==> config.mk <==
export PLATFORM = sky130hd
export DESIGN_NAME = table_lfo_modulator_top
export DESIGN_NICKNAME = d
export VERILOG_FILES = /design/src/sv/tlm_pkg.sv /design/src/sv/table_lfo_modulator_top.sv
export SDC_FILE = /design/constraint.sdc
export NUM_CORES = 2
export LEC_CHECK = 0
export BUFFER_PORTS_ARGS = -buffer_cell sky130_fd_sc_hd__buf_2
export CORE_ASPECT_RATIO = 1.25
export CORE_MARGIN = 2
export CORE_UTILIZATION = 35
export DETAILED_ROUTE_END_ITERATION = 10
export GPL_ROUTABILITY_DRIVEN = 0
export PLACE_DENSITY = 0.56
export SETUP_SLACK_MARGIN = 0.05
export SLEW_MARGIN = 20
export SYNTH_ARGS = -nofsm -noshare
export SYNTH_HDL_FRONTEND = slang
export SYNTH_SLANG_ARGS = --single-unit
==> constraint.sdc <==
create_clock -name clk_i -period 7.01 [get_ports clk_i]
set_input_delay 1.0515 -clock clk_i [delete_from_list [all_inputs] [get_ports clk_i]]
set_output_delay 1.0515 -clock clk_i [all_outputs]
set_load 0.01 [all_outputs]
==> src/sv/tlm_pkg.sv <==
`timescale 1ns / 1ps
package tlm_pkg;

  localparam int CfgIdxW  = 3;
  localparam int CfgDataW = 64;

  typedef enum logic [CfgIdxW-1:0] {
    CFG_WAVE_TYPE   = 3'd0,
    CFG_RUN_MODE    = 3'd1,
    CFG_SPEED       = 3'd2,
    CFG_PAT_LEN     = 3'd3,
    CFG_TRIG_MASK   = 3'd4,
    CFG_LANE_ENABLE = 3'd5,
    CFG_DEPTH_A     = 3'd6,
    CFG_DEPTH_B     = 3'd7
  } cfg_idx_e;

  localparam logic OP_TICK  = 1'b0;
  localparam logic OP_WRITE = 1'b1;

  localparam logic [2:0] WAVE_SINE     = 3'd0;
  localparam logic [2:0] WAVE_TRIANGLE = 3'd1;
  localparam logic [2:0] WAVE_INV_RAMP = 3'd4;
  localparam logic [2:0] WAVE_EXP      = 3'd5;

  localparam logic [1:0] RUN_FREE    = 2'd0;
  localparam logic [1:0] RUN_ONESHOT = 2'd2;

  localparam logic [3:0] CPH_FIRST = 4'd0;
  localparam logic [3:0] CPH_LAST  = 4'd11;

  localparam int FifoDepth = 8;
  localparam int FifoAw    = 3;

  typedef struct packed {
    logic       lane;
    logic [6:0] value;
    logic       last;
  } out_item_t;

endpackage

==> src/sv/table_lfo_modulator_top.sv <==
`timescale 1ns / 1ps
// Path: the first result item of a tick is offered once the tick has passed the wave memory
// read register, the stage 2 registers and the result queue; a second follows if both lanes emit.
// Throughput: one item per cycle while the 8-entry result queue holds items and out_stall_i is
// low; the two results of a tick leave one after the other through the single result port.
// Reset: configuration to defaults, phase, prescaler and step to zero, last values to 255,
// queue empty. The wave memory is not cleared and must be loaded before use.
module table_lfo_modulator_top #(
  parameter int PHASE_STEPS = 64
) (
  input  logic                         clk_i,
  input  logic                         rst_ni,
  input  logic                         cfg_we_i,
  input  logic [tlm_pkg::CfgIdxW-1:0]  cfg_idx_i,
  input  logic [tlm_pkg::CfgDataW-1:0] cfg_data_i,
  input  logic                         in_valid_i,
  output logic                         in_stall_o,
  input  logic                         op_i,
  input  logic [3:0]                   clock_phase_i,
  input  logic [6:0]                   base_a_i,
  input  logic [6:0]                   base_b_i,
  input  logic [1:0]                   table_select_i,
  input  logic [7:0]                   table_index_i,
  input  logic [7:0]                   table_value_i,
  output logic                         out_valid_o,
  input  logic                         out_stall_i,
  output logic                         lane_o,
  output logic [6:0]                   mod_value_o,
  output logic                         last_o
);
  import tlm_pkg::*;

  localparam int              PhW    = $clog2(PHASE_STEPS + 1);
  localparam logic [PhW-1:0]  PsP    = PhW'(PHASE_STEPS);
  localparam logic [PhW-1:0]  PsLast = PhW'(PHASE_STEPS - 1);
  localparam logic [7:0]      PsW    = 8'(PHASE_STEPS);

  // Configuration registers.
  logic [2:0]  wave_type_q;
  logic [1:0]  run_mode_q;
  logic [6:0]  speed_q;
  logic [6:0]  pat_len_q;
  logic [63:0] trig_mask_q;
  logic [1:0]  lane_en_q;
  logic [6:0]  depth_a_q;
  logic [6:0]  depth_b_q;

  // Sequencer state.
  logic [PhW-1:0] phase_q, phase_d;
  logic [7:0]     hold_q, hold_d;
  logic [5:0]     step_q, step_d;
  logic [7:0]     last_a_q, last_a_d;
  logic [7:0]     last_b_q, last_b_d;

  // Wave memory.
  logic [7:0] wave_mem [256];
  logic [7:0] rdata_q;
  logic [7:0] raddr, waddr;
  logic       wr_en, tick_acc;

  // Pipeline.
  logic               s1_v_q, s2_v_q;
  logic [6:0]         s1_base_a_q, s1_base_b_q;
  logic [6:0]         s2_base_a_q, s2_base_b_q;
  logic signed [16:0] s2_prod_a_q, s2_prod_b_q;
  logic signed [8:0]  s1_sample;
  logic signed [16:0] s1_prod_a, s1_prod_b;

  // Result queue.
  out_item_t         fifo_q [FifoDepth];
  logic [FifoAw-1:0] wr_ptr_q, rd_ptr_q;
  logic [FifoAw:0]   cnt_q, cnt_d;
  logic [FifoAw+1:0] need;

  logic           in_acc, pop;
  logic           restart, advance;
  logic [PhW-1:0] phase_cur, phase_inc;
  logic [7:0]     hold_inc;
  logic [1:0]     tbl_sel;
  logic [6:0]     val_a, val_b;
  logic           emit_a, emit_b;

  function automatic logic [6:0] lane_calc(input logic signed [16:0] p,
                                           input logic [6:0] b);
    logic signed [16:0] adj;
    logic signed [9:0]  q;
    logic signed [9:0]  v;
    // Bias negative products so the shift truncates toward zero.
    adj = p + (p[16] ? 17'sd127 : 17'sd0);
    q   = 10'(adj >>> 7);
    v   = q + $signed({3'b000, b});
    if (v < 10'sd0) begin
      return 7'd0;
    end else if (v > 10'sd127) begin
      return 7'd127;
    end
    return v[6:0];
  endfunction

  assign in_acc   = in_valid_i && !in_stall_o;
  assign tick_acc = in_acc && (op_i == OP_TICK);
  assign wr_en    = in_acc && (op_i == OP_WRITE) && (table_index_i < PsW);
  assign waddr    = 8'(32'(table_select_i) * PHASE_STEPS) + table_index_i;

  // Every tick in flight may still push two results; hold off input until the queue
  // can take all of them.
  assign need = (FifoAw+2)'(cnt_q) + (FifoAw+2)'(2)
              + (s1_v_q ? (FifoAw+2)'(2) : '0) + (s2_v_q ? (FifoAw+2)'(2) : '0);
  assign in_stall_o = need > (FifoAw+2)'(FifoDepth);

  always_comb begin
    case (wave_type_q)
      WAVE_INV_RAMP: tbl_sel = 2'd2;
      WAVE_EXP:      tbl_sel = 2'd3;
      default:       tbl_sel = wave_type_q[1:0];
    endcase
  end

  always_comb begin
    restart   = (clock_phase_i == CPH_FIRST) && (run_mode_q != RUN_FREE)
                && trig_mask_q[step_q];
    phase_cur = restart ? '0 : phase_q;
    raddr     = 8'(32'(tbl_sel) * PHASE_STEPS) + 8'(phase_cur);

    hold_inc = hold_q + 8'd1;
    advance  = (speed_q == 7'd0) || (hold_inc >= (8'(speed_q) - 8'd1));
    if (speed_q == 7'd0) begin
      hold_d = hold_q;
    end else begin
      hold_d = advance ? 8'd0 : hold_inc;
    end
    phase_inc = advance ? phase_cur + PhW'(1) : phase_cur;
    if (phase_inc >= PsP) begin
      phase_d = (run_mode_q == RUN_ONESHOT) ? PsLast : '0;
    end else begin
      phase_d = phase_inc;
    end

    step_d = step_q;
    if (clock_phase_i == CPH_LAST) begin
      step_d = ({1'b0, step_q} == 7'(pat_len_q - 7'd1)) ? 6'd0 : step_q + 6'd1;
    end
  end

  // Stage 1: centre the sample (negate for INV_RAMP and EXP) and scale it by each lane's depth.
  always_comb begin
    if ((wave_type_q == WAVE_INV_RAMP) || (wave_type_q == WAVE_EXP)) begin
      s1_sample = -$signed({1'b0, rdata_q});
    end else if ((wave_type_q == WAVE_SINE) || (wave_type_q == WAVE_TRIANGLE)) begin
      s1_sample = $signed({1'b0, rdata_q}) - 9'sd64;
    end else begin
      s1_sample = $signed({1'b0, rdata_q}) - 9'sd128;
    end
    s1_prod_a = s1_sample * $signed({1'b0, depth_a_q});
    s1_prod_b = s1_sample * $signed({1'b0, depth_b_q});
  end

  // Stage 2: finish the lane values and drop those that did not change or whose lane is disabled.
  always_comb begin
    val_a    = lane_calc(s2_prod_a_q, s2_base_a_q);
    val_b    = lane_calc(s2_prod_b_q, s2_base_b_q);
    emit_a   = s2_v_q && lane_en_q[0] && ({1'b0, val_a} != last_a_q);
    emit_b   = s2_v_q && lane_en_q[1] && ({1'b0, val_b} != last_b_q);
    last_a_d = emit_a ? {1'b0, val_a} : last_a_q;
    last_b_d = emit_b ? {1'b0, val_b} : last_b_q;
    pop      = (cnt_q != '0) && !out_stall_i;
    cnt_d    = cnt_q + (FifoAw+1)'(emit_a) + (FifoAw+1)'(emit_b) - (FifoAw+1)'(pop);
  end

  always_ff @(posedge clk_i) begin
    if (wr_en) begin
      wave_mem[waddr] <= table_value_i;
    end
    if (tick_acc) begin
      rdata_q <= wave_mem[raddr];
    end
  end

  always_ff @(posedge clk_i) begin
    if (tick_acc) begin
      s1_base_a_q <= base_a_i;
      s1_base_b_q <= base_b_i;
    end
    if (s1_v_q) begin
      s2_prod_a_q <= s1_prod_a;
      s2_prod_b_q <= s1_prod_b;
      s2_base_a_q <= s1_base_a_q;
      s2_base_b_q <= s1_base_b_q;
    end
    if (emit_a && emit_b) begin
      fifo_q[wr_ptr_q]          <= '{lane: 1'b0, value: val_a, last: 1'b0};
      fifo_q[wr_ptr_q + 1'b1]   <= '{lane: 1'b1, value: val_b, last: 1'b1};
    end else if (emit_a) begin
      fifo_q[wr_ptr_q]          <= '{lane: 1'b0, value: val_a, last: 1'b1};
    end else if (emit_b) begin
      fifo_q[wr_ptr_q]          <= '{lane: 1'b1, value: val_b, last: 1'b1};
    end
  end

  always_ff @(posedge clk_i or negedge rst_ni) begin
    if (!rst_ni) begin
      wave_type_q <= 3'd0;
      run_mode_q  <= 2'd0;
      speed_q     <= 7'd0;
      pat_len_q   <= 7'd16;
      trig_mask_q <= 64'd0;
      lane_en_q   <= 2'd0;
      depth_a_q   <= 7'd0;
      depth_b_q   <= 7'd0;
      phase_q     <= '0;
      hold_q      <= 8'd0;
      step_q      <= 6'd0;
      last_a_q    <= 8'd255;
      last_b_q    <= 8'd255;
      s1_v_q      <= 1'b0;
      s2_v_q      <= 1'b0;
      wr_ptr_q    <= '0;
      rd_ptr_q    <= '0;
      cnt_q       <= '0;
    end else begin
      if (cfg_we_i) begin
        case (cfg_idx_e'(cfg_idx_i))
          CFG_WAVE_TYPE:   wave_type_q <= cfg_data_i[2:0];
          CFG_RUN_MODE:    run_mode_q  <= cfg_data_i[1:0];
          CFG_SPEED:       speed_q     <= cfg_data_i[6:0];
          CFG_PAT_LEN:     pat_len_q   <= cfg_data_i[6:0];
          CFG_TRIG_MASK:   trig_mask_q <= cfg_data_i;
          CFG_LANE_ENABLE: lane_en_q   <= cfg_data_i[1:0];
          CFG_DEPTH_A:     depth_a_q   <= cfg_data_i[6:0];
          CFG_DEPTH_B:     depth_b_q   <= cfg_data_i[6:0];
          default: ;
        endcase
      end
      if (tick_acc) begin
        phase_q <= phase_d;
        hold_q  <= hold_d;
        step_q  <= step_d;
      end
      s1_v_q   <= tick_acc;
      s2_v_q   <= s1_v_q;
      last_a_q <= last_a_d;
      last_b_q <= last_b_d;
      wr_ptr_q <= wr_ptr_q + FifoAw'(emit_a) + FifoAw'(emit_b);
      if (pop) begin
        rd_ptr_q <= rd_ptr_q + 1'b1;
      end
      cnt_q <= cnt_d;
    end
  end

  assign out_valid_o = cnt_q != '0;
  assign lane_o      = fifo_q[rd_ptr_q].lane;
  assign mod_value_o = fifo_q[rd_ptr_q].value;
  assign last_o      = fifo_q[rd_ptr_q].last;

endmodule

---- After elaboration in Yosys (flattened, before gate mapping) ----
Memories as Yosys holds them, arrays and structs flattened. A register that Yosys moved wholly into a read port is not among the register bits.
Index checks and enable logic that the tools add are counted.
cells by class
  muxes and demuxes ....................... 38
  equality and inequality tests ........... 15
  add/sub/neg operators ................... 24
  $mul .................................... 2
  reductions and logical operators ........ 33
  magnitude comparators ................... 9
  bitwise logic cells ..................... 4
operators with widths
  operator                                                                number
  7-bit 2-to-1 mux                                                        11
  9-bit 2-to-1 mux                                                        4
  17-bit by 8-bit adder with 17-bit output                                2
  9-bit by 8-bit multiplier with 17-bit output                            2
  10-bit by 8-bit adder with 10-bit output                                2
  10-bit by 8-bit > comparator with 1-bit output (second input constant)  2
  10-bit by 1-bit < comparator with 1-bit output (second input constant)  2
  2-bit AND reduction                                                     10
  3-bit equality test (second input constant)                             6
  1-bit 2-to-1 mux                                                        16
  7-bit by 8-bit != test with 1-bit output                                2
  1-bit logical AND                                                       12
  6-bit 2-to-1 mux                                                        2
  5-bit by 2-bit adder with 5-bit output                                  2
  8-bit negator with 9-bit output                                         1
  8-bit by 7-bit subtractor with 9-bit output (second input constant)     1
  8-bit by 8-bit subtractor with 9-bit output (second input constant)     1
  4-bit by 1-bit adder with 4-bit output                                  2
  8-bit by 1-bit adder with 8-bit output (second input constant)          1
  8-bit by 7-bit adder with 8-bit output                                  1
  8-bit adder                                                             1
  8-bit >= comparator                                                     1
  8-bit by 7-bit < comparator with 1-bit output (second input constant)   1
  8-bit 2-to-1 mux                                                        1
  28 further kinds                                                        39
storage, ports and cells
  output and inout bits ................... 11
  register bits ........................... 210
  word-level logic and storage cells ...... 151
  memories ................................ 2
  bits in writable memories ............... 2120
  input bits .............................. 109
memory list
  memory    depth  bits a word  read ports  clocked after memory_dff  write ports  line                           RTL
  wave_mem  256    8            1           1                         1            table_lfo_modulator_top.sv:56  logic [7:0] wave_mem [256];
  fifo_q    8      9            1           0                         2            table_lfo_modulator_top.sv:70  out_item_t fifo_q [FifoDepth];

---- Depth between registers and ports, before layout ----
  word-level depth ........................ 14
  mapped depth ............................ 29
  mapped depth without buffers ............ 27

---- Worst setup path before layout ----
No wires, ideal clock.
  path type ............................... reg-to-reg
  start ................................... reg s2_prod_a_q[16]
  end ..................................... mem fifo_q[0][5] (netlist name) (data pin)
  period minus slack after synthesis ...... 5985 ps
  data arrival time ....................... 5705 ps
  cell stages (with the launch flop) ...... 30
  setup time .............................. 280 ps
  data required time ...................... 6730 ps
  slack ................................... 1025 ps
  buffers on the path ..................... 3
  cell sequence ........................... edfxtp_1 > ha_1 > a31o_1 > a21oi_1 > o211ai_1 > and2_1 > clkbuf_1 > nor2_1 > ha_1 > inv_1 > fa_1 > nor2b_1 > o21ai_0 > a21boi_1 > o21a_1 > o21ai_0 > or2_1 > a311oi_2 > o21ai_0 > xnor2_1 > nor3_1 > a21oi_2 > inv_1 > ha_1 > clkbuf_1 > inv_1 > clkbuf_1 > nor2_1 > nor2_1 > o22ai_1
RTL lines
  item                    line                            RTL
  from (decl)             table_lfo_modulator_top.sv:65   logic signed [16:0] s2_prod_a_q, s2_prod_b_q;
  from (signal assigned)  table_lfo_modulator_top.sv:185  s2_prod_a_q <= s1_prod_a;
  to (decl)               table_lfo_modulator_top.sv:70

==> flow_summary.yaml <==
worst_hold_path:
  class_of_the_most_critical_hold_timing_path: "in2async"
critical_path:
  setup.reg_to_reg.worst_slack_ns: 0.68
  critPathLaunchType: "flop"
  critical_path_peak_fanout: 10
  r2r_worst_path_depth: 27
  crit-reg2reg-launch: "s2_prod_a_q[16]"
  crit_arrival_ns: 7.00
  crit_path_end_kind: "flop"
  critical_path_required_ns: 7.68
  crit-reg2reg-capture: "fifo_q[5][3]"
  crit_path_top_delay_cell: "sky130_fd_sc_hd__edfxtp_1"
  cp_slowest_stage_delay_ns: 0.50
  crit_path_frequent_cell: "sky130_fd_sc_hd__nor2_1"
  worst-setup-path-type: "reg2reg"
cts:
  clock_sink_count: 2338
  clkSlewWorstSetupHoldPaths_ns: 0.06
  clk_latency_ns: 0.94
  cts_tree: "built"
  htree_num_levels: 4
  postCtsHoldBufs: 0
  cts_inserted_buffers: 231
  clock-root-buffer: "sky130_fd_sc_hd__clkbuf_16"
  cts_buffer_depth: 4
detailed_routing:
  via_per_inst: 5.703
  routed_wire_length_per_instance_um: 28.17
  ant_nets: 0
  detail_route.drc_violations: 0
  met2WireLength_mm: 150.1
  wl_met3_mm: 22.90
  detail_route.first_pass.iterations: 7
  topRoutingLayerUsed: "met5"
  final_routed_wirelength_across_all_metal_layers_mm: 310.2
  num_vias: 62790
  m1WireLength_mm: 122.0
  drt_first_iter_violations: 7025
synthesis:
  synth.distinct_cells: 97
  number_of_synthesis_warnings: 0
  syn_inst: 6881
  syn_nets: 7226
  ys_async_rst_share: 0.06330
  synth_edf_count: 2174
  synth-seq-area-share: 0.6863
  synth_ff_type: "sky130_fd_sc_hd__edfxtp_1"
  synth.cell_area_sq_mm: 0.1010
  synthesis.area_per_instance_sq_um: 14.68
  number_of_synthesized_register_bits: 2338
placed_design:
  dpl.hpwl_mm: 195.3
  port_buf_inserts: 119
  detailedPlace.worstSlack_ns: 0.3222
timing:
  timing.final.ws_setup_ns: 0.6753
  finalClockSkew_ns: 0.09819
  finalSetupTns_ns: 0
  portion_of_the_clock_cycle_consumed_by_the_worst_path_in_the_final_layout: 0.9037
  finalMaxSlewViolations: 0
  achievable-frequency_mhz: 157.9
  grt_setup_unrepaired: "yes"
  timing_worst_slew_pin_value_ns: 1.254
  slew_headroom: 0.1639
  timing.final.crit_period_ns: 6.335
  timing.final.setup_violations: 0
  hold_violations: 0
grt:
  grt_remaining_overflow: 0
  grt_use_total: 0.2059
  grt_antenna_before_repair: 12
  grt_pass1_vias: 62490
  grt_first_pass_wirelength_mm: 446.3
  grt_start_max_net_pins: 175
floorplan:
  die_area_sq_mm: 0.2930
  floorplan.initialDensity: 0.3518
  top_level_ports: 120
  num_rows: 220
  fp.dieH_um: 604.6
  core-area_sq_mm: 0.2871
  die_x_um: 484.5
pwr:
  combPwrFrac: 0.367
  internal-power_w: 0.02961
  power_leakage_nw: 38.02
  p_sw_w: 0.01633
  clockPowerShare: 0.267
  share_seq_of_total_power: 0.365
  power_density_mw_per_mm2: 401.7
  swShare: 0.3554
  worst_ir_drop_vdd_v: 0.0005121
final_layout:
  finish.utilization: 0.3984
  net_total_in_the_final_layout: 7388
  final_layout_size_suffix_gt1_frac: 0.1567
  syn_to_final_growth_pct: 13.24
run_status:
  result_of_the_run: "finished, final reports clean"
job:
  max_cap_viol_count: 0
through the flow:
stage	power (W)	hold slack [ns]	cells	instance area, sq um
floorplan	0.02804	0.4003	6881	101000
global placement	0.03373	0.4103	10580	106900
detailed placement	0.03390	0.4088	10580	106900
CTS	0.04613	0.1901	10990	114300
global route	0.04837	0.2480	11000	114400
finish	0.04595	0.2159	11010	114400
what timing repair did:
item,in CTS,in global routing
setup endpoints to repair,0,118
setup buffers,0,4
gates resized for setup,0,15
Yosys cell counts, types with 26 or more instances:
library cell,count,area share
sky130_fd_sc_hd__nand2b_1,26,0.0016
sky130_fd_sc_hd__a211oi_1,37,0.0027
sky130_fd_sc_hd__fa_1,107,0.021
sky130_fd_sc_hd__mux4_2,142,0.032
sky130_fd_sc_hd__edfxtp_1,2174,0.65
sky130_fd_sc_hd__ha_1,129,0.016
sky130_fd_sc_hd__mux2i_1,242,0.024
sky130_fd_sc_hd__nor2_1,513,0.019
sky130_fd_sc_hd__o21ai_0,316,0.016
sky130_fd_sc_hd__buf_2,118,0.0058
sky130_fd_sc_hd__inv_1,231,0.0086
sky130_fd_sc_hd__nor2b_1,75,0.0046
sky130_fd_sc_hd__nand2_1,410,0.015
sky130_fd_sc_hd__mux2_2,207,0.023
sky130_fd_sc_hd__a21oi_1,425,0.021
sky130_fd_sc_hd__dfrtp_1,131,0.032
sky130_fd_sc_hd__and3_1,96,0.0059
sky130_fd_sc_hd__clkbuf_1,265,0.0098
sky130_fd_sc_hd__nand3_1,98,0.0049
sky130_fd_sc_hd__nor3_1,55,0.0027
sky130_fd_sc_hd__xnor2_1,65,0.0056
sky130_fd_sc_hd__o211ai_1,51,0.0038
sky130_fd_sc_hd__o221ai_1,184,0.016
sky130_fd_sc_hd__o22ai_1,133,0.0082
sky130_fd_sc_hd__xor2_1,36,0.0031
sky130_fd_sc_hd__a32oi_1,30,0.0026
sky130_fd_sc_hd__and2_1,56,0.0035
sky130_fd_sc_hd__a31oi_1,88,0.0055
sky130_fd_sc_hd__a221oi_1,57,0.0049
sky130_fd_sc_hd__buf_1,27,0.0010
kinds of logic after synthesis:
logic type | synth area share
buffers and inverters | 0.02836
adder cells (fa/ha/maj) | 0.03728
AO/OA/AOI/OAI | 0.09613
multiplexers | 0.07894
XOR/XNOR | 0.008757
flip-flops | 0.6863
AND/OR/NAND/NOR | 0.06421
layout by cell type, fill, tap and decap left out, types with 74 or more instances in the layout:
| cell | count |
|---|---|
| sky130_fd_sc_hd__nor2b_1 | 74 |
| sky130_fd_sc_hd__buf_2 | 110 |
| sky130_fd_sc_hd__nand3_1 | 88 |
| sky130_fd_sc_hd__buf_4 | 214 |
| sky130_fd_sc_hd__edfxtp_1 | 2174 |
| sky130_fd_sc_hd__and3_1 | 93 |
| sky130_fd_sc_hd__a31oi_1 | 88 |
| sky130_fd_sc_hd__dfrtp_1 | 127 |
| sky130_fd_sc_hd__a21oi_1 | 425 |
| sky130_fd_sc_hd__nor2_1 | 509 |
| sky130_fd_sc_hd__mux4_2 | 142 |
| sky130_fd_sc_hd__clkbuf_16 | 234 |
| sky130_fd_sc_hd__o221ai_1 | 184 |
| sky130_fd_sc_hd__ha_1 | 128 |
| sky130_fd_sc_hd__nand2_1 | 402 |
| sky130_fd_sc_hd__mux2_2 | 207 |
| sky130_fd_sc_hd__inv_1 | 228 |
| sky130_fd_sc_hd__fa_1 | 107 |
| sky130_fd_sc_hd__o22ai_1 | 133 |
| sky130_fd_sc_hd__o21ai_0 | 314 |
| sky130_fd_sc_hd__mux2i_1 | 242 |
routing by layer:
| layer | global-route usage | vias to the layer above |
|---|---|---|
| met5 | 0 | - |
| met4 | 0.09051 | 10 |
| met3 | 0.03409 | 641 |
| met2 | 0.3445 | 2831 |
| met1 | 0.2634 | 32460 |
| li1 | - | 26840 |
worst max-delay path: cells and delay by family, from the launching register on:
kind,cells,cell delay [ns]
AO/OA/AOI/OAI,11,2.17
AND/OR/NAND/NOR,7,1.39
adder cells (fa/ha/maj),4,1.31
buffers and inverters,4,0.62
flip-flops,1,0.50
XOR/XNOR,1,0.18
sequential cells by signal, summed over array words and instances, names as in the netlist, 4 cells and up:
register,count
last_a_q,8
trig_mask_q,64
step_q,6
wave_mem,2048
last_b_q,8
s1_base_a_q,7
speed_q,7
rdata_q,8
depth_b_q,7
s2_prod_a_q,17
phase_q,7
cnt_q,4
s2_prod_b_q,17
pat_len_q,7
s2_base_a_q,7
s1_base_b_q,7
fifo_q,72
hold_q,8
s2_base_b_q,7
depth_a_q,7
power by group through the flow:
stage / Combinational [W] / Sequential (W) / Clock, W
2_1_floorplan: 0.0113 / 0.0167 / 0
3_3_place_gp: 0.0167 / 0.0171 / 0
3_5_place_dp: 0.0168 / 0.0171 / 0
4_1_cts: 0.0169 / 0.0168 / 0.0124
5_1_grt: 0.0186 / 0.0168 / 0.0129
6_report: 0.0169 / 0.0168 / 0.0123
worst max path at each step:
stage,start,to,slack [ns],cells past startpoint
global route,s2_prod_a_q[16],fifo_q[5][1],-0.03,25
detailed placement,s2_prod_a_q[16],fifo_q[7][5],0.32,25
global placement,s2_prod_a_q[16],fifo_q[7][5],0.43,27
CTS,s2_prod_a_q[16],fifo_q[7][6],0.30,25
finish,s2_prod_a_q[16],fifo_q[5][3],0.68,27
floorplan,s2_prod_a_q[16],fifo_q[0][5],1.03,29
layout make-up:
type / count / area, sq um
well taps: 3774 / 4722
clock inverters: 129 / 1211
fillers: 26260 / 172700
clock buffers: 283 / 6090
diodes: 13 / 32.53
repair buffers: 370 / 3029
inverters: 233 / 884.6
multi-input cells: 3869 / 29080
flip-flops and latches: 2338 / 69340
(Power assumes the default switching activity.)
